===== src/rtl/blr_pkg.sv =====
// Shared constants and types for the line rasterizer.
`default_nettype none

package blr_pkg;

  // Tile coordinate width; the tile is 2^COORD_BITS pixels on a side.
  localparam int COORD_BITS = 6;
  localparam int COLOR_BITS = 32;
  // Pixel count of one line needs one more bit than a coordinate.
  localparam int STEP_BITS  = COORD_BITS + 1;
  // The error term stays within half the major length in either direction.
  localparam int ERR_BITS   = COORD_BITS + 2;
  // Width of the doubled error sum used by the step decision.
  localparam int CMP_BITS   = COORD_BITS + 4;

  // Command queue between the classifier and the stepper.
  localparam int QDEPTH     = 2;
  localparam int QPTR_BITS  = $clog2(QDEPTH);
  localparam int QCNT_BITS  = $clog2(QDEPTH + 1);

  typedef logic [COORD_BITS-1:0] coord_t;

  // A classified line command.
  typedef struct packed {
    coord_t                x_start;
    coord_t                y_start;
    coord_t                major_len;
    coord_t                minor_len;
    logic                  step_x_neg;
    logic                  step_y_neg;
    logic                  x_is_major;
    logic [COLOR_BITS-1:0] color;
  } blr_cmd_t;

  typedef enum logic {
    BK_IDLE,
    BK_RUN
  } bk_state_e;

  // One unit step toward the end point, wrapping within the tile.
  function automatic coord_t step_coord(input coord_t c, input logic neg);
    coord_t one;
    one = coord_t'(1);
    return neg ? (c - one) : (c + one);
  endfunction

endpackage

`default_nettype wire


===== src/rtl/blr_front.sv =====
// Front end: accepts line commands and classifies octant and axis lengths.
`default_nettype none

module blr_front import blr_pkg::*; (
  input  wire logic                  in_valid_i,
  output logic                       in_ready_o,
  input  wire coord_t                x_start_i,
  input  wire coord_t                y_start_i,
  input  wire coord_t                x_end_i,
  input  wire coord_t                y_end_i,
  input  wire logic [COLOR_BITS-1:0] line_color_i,
  output logic                       cmd_valid_o,
  input  wire logic                  cmd_ready_i,
  output blr_cmd_t                   cmd_o
);

  logic   x_neg, y_neg, x_major;
  coord_t adx, ady;

  always_comb begin
    x_neg   = x_end_i < x_start_i;
    y_neg   = y_end_i < y_start_i;
    adx     = x_neg ? (x_start_i - x_end_i) : (x_end_i - x_start_i);
    ady     = y_neg ? (y_start_i - y_end_i) : (y_end_i - y_start_i);
    // Ties go to x as the major axis.
    x_major = adx >= ady;
  end

  always_comb begin
    cmd_o.x_start    = x_start_i;
    cmd_o.y_start    = y_start_i;
    cmd_o.major_len  = x_major ? adx : ady;
    cmd_o.minor_len  = x_major ? ady : adx;
    cmd_o.step_x_neg = x_neg;
    cmd_o.step_y_neg = y_neg;
    cmd_o.x_is_major = x_major;
    cmd_o.color      = line_color_i;
  end

  assign cmd_valid_o = in_valid_i;
  assign in_ready_o  = cmd_ready_i;

endmodule

`default_nettype wire


===== src/rtl/blr_queue.sv =====
// Short command queue between the front end and the pixel stepper.
`default_nettype none

module blr_queue import blr_pkg::*; (
  input  wire logic     clk_i,
  input  wire logic     rst_ni,
  input  wire logic     push_valid_i,
  output logic          push_ready_o,
  input  wire blr_cmd_t push_cmd_i,
  output logic          pop_valid_o,
  input  wire logic     pop_ready_i,
  output blr_cmd_t      pop_cmd_o
);

  blr_cmd_t               mem_q [QDEPTH];
  logic [QPTR_BITS-1:0]   wr_ptr_q, wr_ptr_d;
  logic [QPTR_BITS-1:0]   rd_ptr_q, rd_ptr_d;
  logic [QCNT_BITS-1:0]   count_q, count_d;
  logic                   push, pop;

  assign push_ready_o = count_q != QCNT_BITS'(QDEPTH);
  assign pop_valid_o  = count_q != '0;
  assign pop_cmd_o    = mem_q[rd_ptr_q];

  assign push = push_valid_i && push_ready_o;
  assign pop  = pop_valid_o && pop_ready_i;

  always_comb begin
    wr_ptr_d = wr_ptr_q;
    rd_ptr_d = rd_ptr_q;
    count_d  = count_q;
    if (push) begin
      wr_ptr_d = (wr_ptr_q == QPTR_BITS'(QDEPTH - 1)) ? '0 : wr_ptr_q + QPTR_BITS'(1);
    end
    if (pop) begin
      rd_ptr_d = (rd_ptr_q == QPTR_BITS'(QDEPTH - 1)) ? '0 : rd_ptr_q + QPTR_BITS'(1);
    end
    if (push && !pop) begin
      count_d = count_q + QCNT_BITS'(1);
    end else if (pop && !push) begin
      count_d = count_q - QCNT_BITS'(1);
    end
  end

  always_ff @(posedge clk_i or negedge rst_ni) begin
    if (!rst_ni) begin
      wr_ptr_q <= '0;
      rd_ptr_q <= '0;
      count_q  <= '0;
    end else begin
      wr_ptr_q <= wr_ptr_d;
      rd_ptr_q <= rd_ptr_d;
      count_q  <= count_d;
    end
  end

  always_ff @(posedge clk_i) begin
    if (push) begin
      mem_q[wr_ptr_q] <= push_cmd_i;
    end
  end

endmodule

`default_nettype wire


===== src/rtl/blr_back.sv =====
// Back end: steps through one line a pixel at a time into an output register.
`default_nettype none

module blr_back import blr_pkg::*; (
  input  wire logic                  clk_i,
  input  wire logic                  rst_ni,
  input  wire logic                  cmd_valid_i,
  output logic                       cmd_ready_o,
  input  wire blr_cmd_t              cmd_i,
  output logic                       out_valid_o,
  input  wire logic                  out_ready_i,
  output coord_t                     pixel_x_o,
  output coord_t                     pixel_y_o,
  output logic [COLOR_BITS-1:0]      pixel_color_o,
  output logic                       last_pixel_o
);

  bk_state_e state_q, state_d;

  coord_t                       cur_x_q, cur_x_d;
  coord_t                       cur_y_q, cur_y_d;
  logic signed [ERR_BITS-1:0]   err_q, err_d;
  logic [STEP_BITS-1:0]         steps_q, steps_d;
  coord_t                       major_q, minor_q;
  logic                         x_neg_q, y_neg_q, x_major_q;
  logic [COLOR_BITS-1:0]        color_q;

  logic                         out_valid_q;
  coord_t                       px_q, py_q;
  logic [COLOR_BITS-1:0]        pc_q;
  logic                         last_q;

  logic                         load, adv, is_last, minor_moves;
  logic signed [CMP_BITS-1:0]   sum_s, dbl_s, maj_s, min_s;

  // The output register can take a new pixel when empty or being drained.
  assign adv     = (state_q == BK_RUN) && (!out_valid_q || out_ready_i);
  assign is_last = steps_q == STEP_BITS'(1);

  // Next state.
  always_comb begin
    state_d = state_q;
    case (state_q)
      BK_IDLE: begin
        if (cmd_valid_i) begin
          state_d = BK_RUN;
        end
      end
      BK_RUN: begin
        if (adv && is_last) begin
          state_d = BK_IDLE;
        end
      end
      default: state_d = BK_IDLE;
    endcase
  end

  // Control outputs.
  always_comb begin
    load = 1'b0;
    case (state_q)
      BK_IDLE: load = cmd_valid_i;
      BK_RUN:  load = 1'b0;
      default: load = 1'b0;
    endcase
  end

  assign cmd_ready_o = load;

  // Step decision: 2*(err+minor) >= major.
  always_comb begin
    min_s       = $signed({{(CMP_BITS-COORD_BITS){1'b0}}, minor_q});
    maj_s       = $signed({{(CMP_BITS-COORD_BITS){1'b0}}, major_q});
    sum_s       = CMP_BITS'(err_q) + min_s;
    dbl_s       = sum_s <<< 1;
    minor_moves = dbl_s >= maj_s;
  end

  always_comb begin
    cur_x_d = cur_x_q;
    cur_y_d = cur_y_q;
    err_d   = err_q;
    steps_d = steps_q;
    if (load) begin
      cur_x_d = cmd_i.x_start;
      cur_y_d = cmd_i.y_start;
      err_d   = '0;
      steps_d = {1'b0, cmd_i.major_len} + STEP_BITS'(1);
    end else if (adv) begin
      steps_d = steps_q - STEP_BITS'(1);
      if (x_major_q) begin
        cur_x_d = step_coord(cur_x_q, x_neg_q);
        if (minor_moves) begin
          cur_y_d = step_coord(cur_y_q, y_neg_q);
        end
      end else begin
        cur_y_d = step_coord(cur_y_q, y_neg_q);
        if (minor_moves) begin
          cur_x_d = step_coord(cur_x_q, x_neg_q);
        end
      end
      err_d = minor_moves ? ERR_BITS'(sum_s - maj_s) : ERR_BITS'(sum_s);
    end
  end

  always_ff @(posedge clk_i or negedge rst_ni) begin
    if (!rst_ni) begin
      state_q     <= BK_IDLE;
      out_valid_q <= 1'b0;
    end else begin
      state_q <= state_d;
      if (adv) begin
        out_valid_q <= 1'b1;
      end else if (out_ready_i) begin
        out_valid_q <= 1'b0;
      end
    end
  end

  always_ff @(posedge clk_i) begin
    cur_x_q <= cur_x_d;
    cur_y_q <= cur_y_d;
    err_q   <= err_d;
    steps_q <= steps_d;
    if (load) begin
      major_q   <= cmd_i.major_len;
      minor_q   <= cmd_i.minor_len;
      x_neg_q   <= cmd_i.step_x_neg;
      y_neg_q   <= cmd_i.step_y_neg;
      x_major_q <= cmd_i.x_is_major;
      color_q   <= cmd_i.color;
    end
    if (adv) begin
      px_q   <= cur_x_q;
      py_q   <= cur_y_q;
      pc_q   <= color_q;
      last_q <= is_last;
    end
  end

  assign out_valid_o   = out_valid_q;
  assign pixel_x_o     = px_q;
  assign pixel_y_o     = py_q;
  assign pixel_color_o = pc_q;
  assign last_pixel_o  = last_q;

endmodule

`default_nettype wire


===== src/rtl/bresenham_line_rasterizer.sv =====
// Top level of the Bresenham line rasterizer.
//
// Usage: a line command (start point, end point, color) is a transfer on the
// input channel (in_valid_i / in_ready_o). Every pixel of the line then
// leaves as one transfer on the output channel (out_valid_o / out_ready_i),
// from the start point to the end point, with last_pixel_o high on the end
// pixel. A line of major length L gives L+1 pixels.
// A classifier takes the command in the cycle it arrives and drops it into a
// two-entry command queue, so up to two commands wait while a line is drawn.
// The stepper pulls one command, loads it in its idle state and then emits
// one pixel per cycle while the receiver takes them; it pulls the next
// command only after the end pixel. A command passes through the queue
// register and the stepper load before its first pixel enters the output
// register. The stepper loop (one step decision per cycle) sets the pixel rate.
// When the receiver holds out_ready_i low, the output register keeps its
// pixel and the stepper waits; the queue still takes commands until full.
// Reset empties the queue and the output register and leaves the block idle.
`default_nettype none

module bresenham_line_rasterizer import blr_pkg::*; (
  input  wire logic                  clk_i,
  input  wire logic                  rst_ni,
  input  wire logic                  in_valid_i,
  output logic                       in_ready_o,
  input  wire coord_t                x_start_i,
  input  wire coord_t                y_start_i,
  input  wire coord_t                x_end_i,
  input  wire coord_t                y_end_i,
  input  wire logic [COLOR_BITS-1:0] line_color_i,
  output logic                       out_valid_o,
  input  wire logic                  out_ready_i,
  output coord_t                     pixel_x_o,
  output coord_t                     pixel_y_o,
  output logic [COLOR_BITS-1:0]      pixel_color_o,
  output logic                       last_pixel_o
);

  blr_cmd_t front_cmd, queue_cmd;
  logic     front_valid, front_ready;
  logic     queue_valid, queue_ready;

  blr_front u_front (
    .in_valid_i   (in_valid_i),
    .in_ready_o   (in_ready_o),
    .x_start_i    (x_start_i),
    .y_start_i    (y_start_i),
    .x_end_i      (x_end_i),
    .y_end_i      (y_end_i),
    .line_color_i (line_color_i),
    .cmd_valid_o  (front_valid),
    .cmd_ready_i  (front_ready),
    .cmd_o        (front_cmd)
  );

  blr_queue u_queue (
    .clk_i        (clk_i),
    .rst_ni       (rst_ni),
    .push_valid_i (front_valid),
    .push_ready_o (front_ready),
    .push_cmd_i   (front_cmd),
    .pop_valid_o  (queue_valid),
    .pop_ready_i  (queue_ready),
    .pop_cmd_o    (queue_cmd)
  );

  blr_back u_back (
    .clk_i         (clk_i),
    .rst_ni        (rst_ni),
    .cmd_valid_i   (queue_valid),
    .cmd_ready_o   (queue_ready),
    .cmd_i         (queue_cmd),
    .out_valid_o   (out_valid_o),
    .out_ready_i   (out_ready_i),
    .pixel_x_o     (pixel_x_o),
    .pixel_y_o     (pixel_y_o),
    .pixel_color_o (pixel_color_o),
    .last_pixel_o  (last_pixel_o)
  );

endmodule

`default_nettype wire


===== config.mk =====
export PLATFORM = sky130hd
export DESIGN_NAME = bresenham_line_rasterizer
export DESIGN_NICKNAME = d
export VERILOG_FILES = /design/src/rtl/blr_pkg.sv /design/src/rtl/blr_front.sv /design/src/rtl/blr_queue.sv /design/src/rtl/blr_back.sv /design/src/rtl/bresenham_line_rasterizer.sv
export SDC_FILE = /design/constraint.sdc
export NUM_CORES = 1
export LEC_CHECK = 0
export BUFFER_PORTS_ARGS = -buffer_cell sky130_fd_sc_hd__buf_2
export CORE_ASPECT_RATIO = 0.8
export CORE_MARGIN = 5
export CORE_UTILIZATION = 53
export DETAILED_ROUTE_END_ITERATION = 10
export GPL_ROUTABILITY_DRIVEN = 0
export PLACE_DENSITY = 0.81
export SLEW_MARGIN = 15
export SYNTH_ARGS = -nofsm -noshare
export SYNTH_HDL_FRONTEND = slang
export SYNTH_SLANG_ARGS = --single-unit

===== constraint.sdc =====
create_clock -name clk_i -period 3.8 [get_ports clk_i]
set_clock_uncertainty 0.15 [all_clocks]
set_input_delay 0.38 -clock clk_i [delete_from_list [all_inputs] [get_ports clk_i]]
set_output_delay 0.38 -clock clk_i [all_outputs]
set_load 0.005 [all_outputs]

=== Word level (Yosys, flattened, before mapping) ===
Memories as Yosys holds them, arrays and structs flattened.
Index checks and enable logic that the tools add are counted.

* Register bits after elaboration: 125
* Bits in latches: 0
* Bits in writable memories: 118
* Memory bits (read-only): 0
* Input bits: 60
* Output and inout bits: 47
* Logic and storage cells: 90
* Memories kept: 1

* Add/sub/neg operators: 16
* $mul: 0
* Divide/modulo/power cells: 0
* Magnitude comparators: 4
* Equal/unequal tests: 3
* Shift-type cells: 0
* Mux-type cells: 29
* Bitwise logic cells: 1
* Reductions and logical operators: 17

{| class="wikitable"
|+ Memory list
! memory !! words !! width !! read ports !! clocked after Yosys merged registers in !! write ports !! line !! RTL
|-
| u_queue.mem_q || 2 || 59 || 1 || 0 || 1 || blr_queue.sv:15 || <nowiki>blr_cmd_t mem_q [QDEPTH];</nowiki>
|}

{| class="wikitable"
|+ Operators with widths
! cell !! count
|-
| 6-bit 2-to-1 mux || 14
|-
| 6-bit subtractor || 4
|-
| 7-bit 2-to-1 mux || 2
|-
| 6-bit by 1-bit adder with 6-bit output (second input constant) || 2
|-
| 6-bit less-than comparator || 2
|-
| 6-bit by 1-bit subtractor with 6-bit output (second input constant) || 2
|-
| 10-bit by 7-bit greater-or-equal comparator with 1-bit output || 1
|-
| 8-bit by 7-bit adder with 9-bit output || 1
|-
| 1-bit 2-to-1 mux || 8
|-
| 8-bit 2-to-1 mux || 1
|-
| 2-bit nonzero test || 4
|-
| 8-bit by 7-bit subtractor with 8-bit output || 1
|-
| 6-bit by 1-bit adder with 7-bit output (second input constant) || 1
|-
| 7-bit by 1-bit equality test with 1-bit output (second input constant) || 1
|-
| 7-bit by 1-bit subtractor with 7-bit output (second input constant) || 1
|-
| 6-bit greater-or-equal comparator || 1
|-
| 1-bit logical AND || 6
|-
| 2-bit 2-to-1 mux || 2
|-
| 1-bit case mux with 2 select lines || 2
|-
| 2-bit AND reduction || 2
|-
| 1-bit zero test || 3
|-
| 3-bit != test (second input constant) || 1
|-
| 3-bit nonzero test || 1
|-
| 1-bit adder (second input constant) || 2
|-
| 5 further kinds || 5
|}

=== Longest topological paths before layout ===
* Depth in word-level cells: 6
* Mapped depth: 18
* Depth with buffers taken out: 17

=== Hierarchy ===
From an unflattened synthesis, not the netlist that was laid out.

* Cell total of the unflattened synthesis: 790
* Area total of the unflattened synthesis: 11688.7 µm²

{| class="wikitable"
|+ By module, submodules not included
! module !! instances !! cells each !! area an instance (µm²) !! sequential area each (µm²)
|-
| blr_back || 1 || 371 || 5292.6 || 3543.4
|-
| blr_queue || 1 || 202 || 4754.6 || 3643.5
|-
| blr_front || 1 || 217 || 1641.6 || 0.0
|}

=== Least setup slack after synthesis ===
OpenSTA, ideal clock, no wires.

* Path kind: input to register
* Start point: input port y_end_i[0]
* End point: memory u_queue.mem_q[0][43] (netlist name) (data pin)
* Setup time: 0.279 ns
* Arrival time: 3.666 ns
* Data required time: 3.371 ns
* Slack: -0.295 ns
* Stages: 17
* Buffers on the path: 1
* Cells stage by stage: inv_1 -> ha_1 -> inv_1 -> fa_1 -> a21o_1 -> a21oi_2 -> nor2_1 -> a211o_4 -> o31ai_4 -> o2111a_2 -> xnor2_1 -> inv_1 -> ha_1 -> nand2_1 -> o21ai_1 -> clkbuf_1 -> o21ai_0

{| class="wikitable"
|+ RTL lines
! element !! line !! RTL
|-
| start: declaration || bresenham_line_rasterizer.sv:28 || <nowiki>input wire coord_t y_end_i,</nowiki>
|-
| end: declaration || blr_queue.sv:15 ||
|}

==> out/results.tsv <==
stage	metric	value	unit
min_path	Hold Crit Class	in2reg	
routing	First-pass DRT Iterations	5	
synth	synthesized instance count	714	
clock_network	CTS tree	built	
timing	setup ws final	0.174	ns
layout	final net count	1034	
layout	Reg area	0.00719	mm²
clock_network	maximum root-to-sink buffer count	3	
floorplan	die area	0.0232	mm²
setup_path	Crit. End Element	register	
run	MaxCap Viol Count	0	
layout	Layout Area Growth over Synthesis	21.1	%
grt	met3 GRT Util	0.0273	
pwr	clock share of power	0.251	
pwr	Lkg Pwr	5.09	nW
layout	Core Util, Final	0.655	
floorplan	IO Pins	107	
grt	initial antenna violation count	3	
clock_network	CTS Buf Count	23	
floorplan	chip height	137	µm
place	Setup WS pre-CTS	-0.283	ns
routing	Post-route DRC	0	
synth	number of synthesized flops with an enable pin	229	
timing	hold_ws	0.0183	ns
grt	first-pass GRT wire length	34100	µm
synth	Mapped Nets	839	
timing	final setup fails	0	
routing	WL final	21100	µm
layout	layout cells sized above 1	0.271	
grt	routing usage on met2	0.312	
place	input/output buffers	106	
timing	Final Cycle Share	0.954	
setup_path	CP Max Fanout	6	
pwr	peak supply drop	0.401	mV
synth	Primary FF master, synth	edfxtp_1	
setup_path	crit-path cells	dlygate4sd3_1, buf_2, inv_1, ha_2, a21oi_2, nor2_1, a211o_4, o31ai_4, o2111a_2, xnor2_1, inv_1, ha_1, nand2_1, o21ai_4, mux2_2	
setup_path	Critical Path RT	3.88	ns
layout	area of the multi-input gates	0.00329	mm²
timing	Hold Fails Final Rpt	0	
synth	mapped cell area	0.0107	mm²
routing	Routed Antenna Nets	0	
timing	RSZ-0062 raised after global routing	no	
grt	vias in the first global route	6469	
setup_path	critical path launch point type	primary input	
clock_network	clock sinks	243	
routing	DR WL/cell	17.7	µm
floorplan	core area	0.0199	mm²
synth	asr flop ratio synth	0.0247	
grt	met1 GRT Util	0.262	
grt	All-Layer GR Usage	0.186	
grt	grt peak-use layer	met2	
setup_path	Arr. time, crit path	3.71	ns
setup_path	Worst path slowest cell	dlygate4sd3_1	
routing	Vias	6310	
synth	count of cell types in the netlist	49	
layout	Filler cells	1319	
setup_path	crit-path most repeated cell	inv_1	
timing	Worst Max-Slew Pin Slew	0.986	ns
floorplan	# rows	46	
routing	initial drt markers	479	
pwr	Gate power share	0.300	
timing	Highest Clock Rate	0.276	GHz
synth	sequential share of the synthesized area	0.670	
place	HPWL reported at the end of detailed placement	13900	µm
pwr	Overall Power	8.73	mW
synth	Synth Area per Inst	15.0	µm²
clock_network	Clock Pin Slew Worst Setup and Hold Paths	0.06	ns
synth	Synth area leaders	edfxtp_1, ha_1, mux2_2, xnor2_1, inv_1	
grt	pin count of the biggest net entering global routing	55	
pwr	Reg power frac	0.448	
setup_path	r2r setup slk	0.41	ns
timing	max-slew violations	0	
pwr	power density cells	672	mW/mm²
clock_network	CTS H-tree depth	1	
pwr	P_sw	2.61	mW
floorplan	Initial Utilization	0.540	
synth	share of the synthesized area in the top cell type	0.641	
floorplan	die width	169	µm
clock_network	worst skew pair latency	0.49	ns
synth	Syn. warnings	0	
grt	GRT overflow	0	
clock_network	CTS root buffer	clkbuf_16	
timing	Final Critical Period	3.63	ns
pwr	Internal Dissipation	6.12	mW
timing	Worst slew margin	0.343	
synth	Synth Register Bits	243	
setup_path	worst stage delay on the critical path	0.53	ns
timing	Final TNS setup	0	ns
pwr	sw frac	0.299	
setup_path	crit path kind	in2reg	
routing	vias per inst	5.31	
run_status	status	completed	
synth	cell taking the most area after synthesis	edfxtp_1	
-- path summary, 6_finish.rpt --
kind                                     from  cells past startpoint                  endpoint
hold / removal                   y_start_i[4]                      1      u_queue.mem_q[0][51]
min in group asynchronous              rst_ni                      2            u_back.state_q
setup / recovery                 y_start_i[3]                     15      u_queue.mem_q[1][40]
hold reg to reg            u_back.color_q[30]                      0  u_back.pixel_color_o[30]
setup reg to reg            u_back.minor_q[0]                     12         u_back.cur_y_q[3]
max in group asynchronous              rst_ni                      2          u_queue.rd_ptr_q
-- power by group through the flow --
stage,Clock [mW],Sequential (mW),Combinational (mW)
floorplan,0,3.87,1.87
global placement,0,3.93,2.42
detailed placement,0,3.96,2.49
CTS,2.23,3.91,2.58
global route,2.37,3.96,2.90
finish,2.19,3.91,2.62
-- synthesized netlist by cell type (7+ instances only) --
library cell	instances
ha_1	57
nor2b_1	14
inv_1	67
o21ai_0	24
edfxtp_1	229
nor2_1	26
clkbuf_1	8
a211oi_1	9
a21o_1	13
xor2_1	11
fa_1	8
nand3_1	7
xnor2_1	29
a21oi_1	36
nand2_1	28
mux2i_1	23
dfxtp_1	8
mux2_2	47
o21ai_1	7
-- what timing repair did --
action,4_1_cts,5_1_grt
hold buffers,39,0
endpoints found under the setup margin,0,22
hold endpoints to repair,82,0
buffers inserted,0,0
resized for setup,0,7
-- cell type report --
type                    count  share of cell area
flip-flops and latches    243               0.553
multi-input cells         390               0.253
repair buffers            183              0.0928
clock buffers              28              0.0465
well taps                 264              0.0254
inverters                  68              0.0196
clock inverters            12             0.00886
diodes                      1            0.000193
-- critical path: cells and delay by family --
kind / cells / cell delay (ns)
AOI/OAI and AO/OA: 5 / 1.24
adders and majority gates: 2 / 0.60
xor gates and xnor gates: 1 / 0.13
buffers and inverters: 4 / 0.80
muxes: 1 / 0.38
and+or+nand+nor: 2 / 0.17
-- logic make-up (layout without fill, tap and decap cells) --
kind of cell | count (synthesis) | after routing | share of synthesized area
flops | 243 | 243 | 0.670
compound gates | 119 | 119 | 0.0733
simple gates | 96 | 96 | 0.0436
buf+inv | 81 | 291 | 0.0285
mux | 70 | 70 | 0.0708
fa+ha+maj | 65 | 65 | 0.0814
xor+xnor | 40 | 40 | 0.0326
other cells | 0 | 1 | 0
-- routing by layer --
metal	routed length, µm	share of wire	vias to the layer above
met3	1300	0.062	30
met4	353	0.017	2
met5	13	0.00062	-
met2	10000	0.47	220
met1	9390	0.45	3038
li1	-	-	3020
-- per-stage QoR --
stage	cell area, µm²	cells
after detailed placement	11900	1109
after global routing	13000	1189
final	13000	1189
after global placement	11900	1109
after CTS	13000	1188
after floorplan	10700	714
-- state kept, by name, summed over array words and instances, names as in the netlist, 2 cells and up --
name and count:
u_back.color_q 32, u_back.cur_x_q 6, u_back.cur_y_q 6, u_back.err_q 8, u_back.major_q 6, u_back.minor_q 6, u_back.pixel_color_o 32, u_back.pixel_x_o 6
u_back.pixel_y_o 6, u_back.steps_q 7, u_queue.count_q 2, u_queue.mem_q 118
-- cell usage in the layout (no fill, tap or decap), types with 13 or more instances in the layout --
cell,count
nor2_1,25
dlygate4sd3_1,39
nor2b_1,14
buf_2,106
mux2_2,47
buf_4,38
clkbuf_16,23
xnor2_1,29
a21o_1,13
inv_1,66
o21ai_0,24
edfxtp_1,229
mux2i_1,20
nand2_1,28
ha_1,54
a21oi_1,34
No activity file was read; power rests on OpenSTA's default activity.
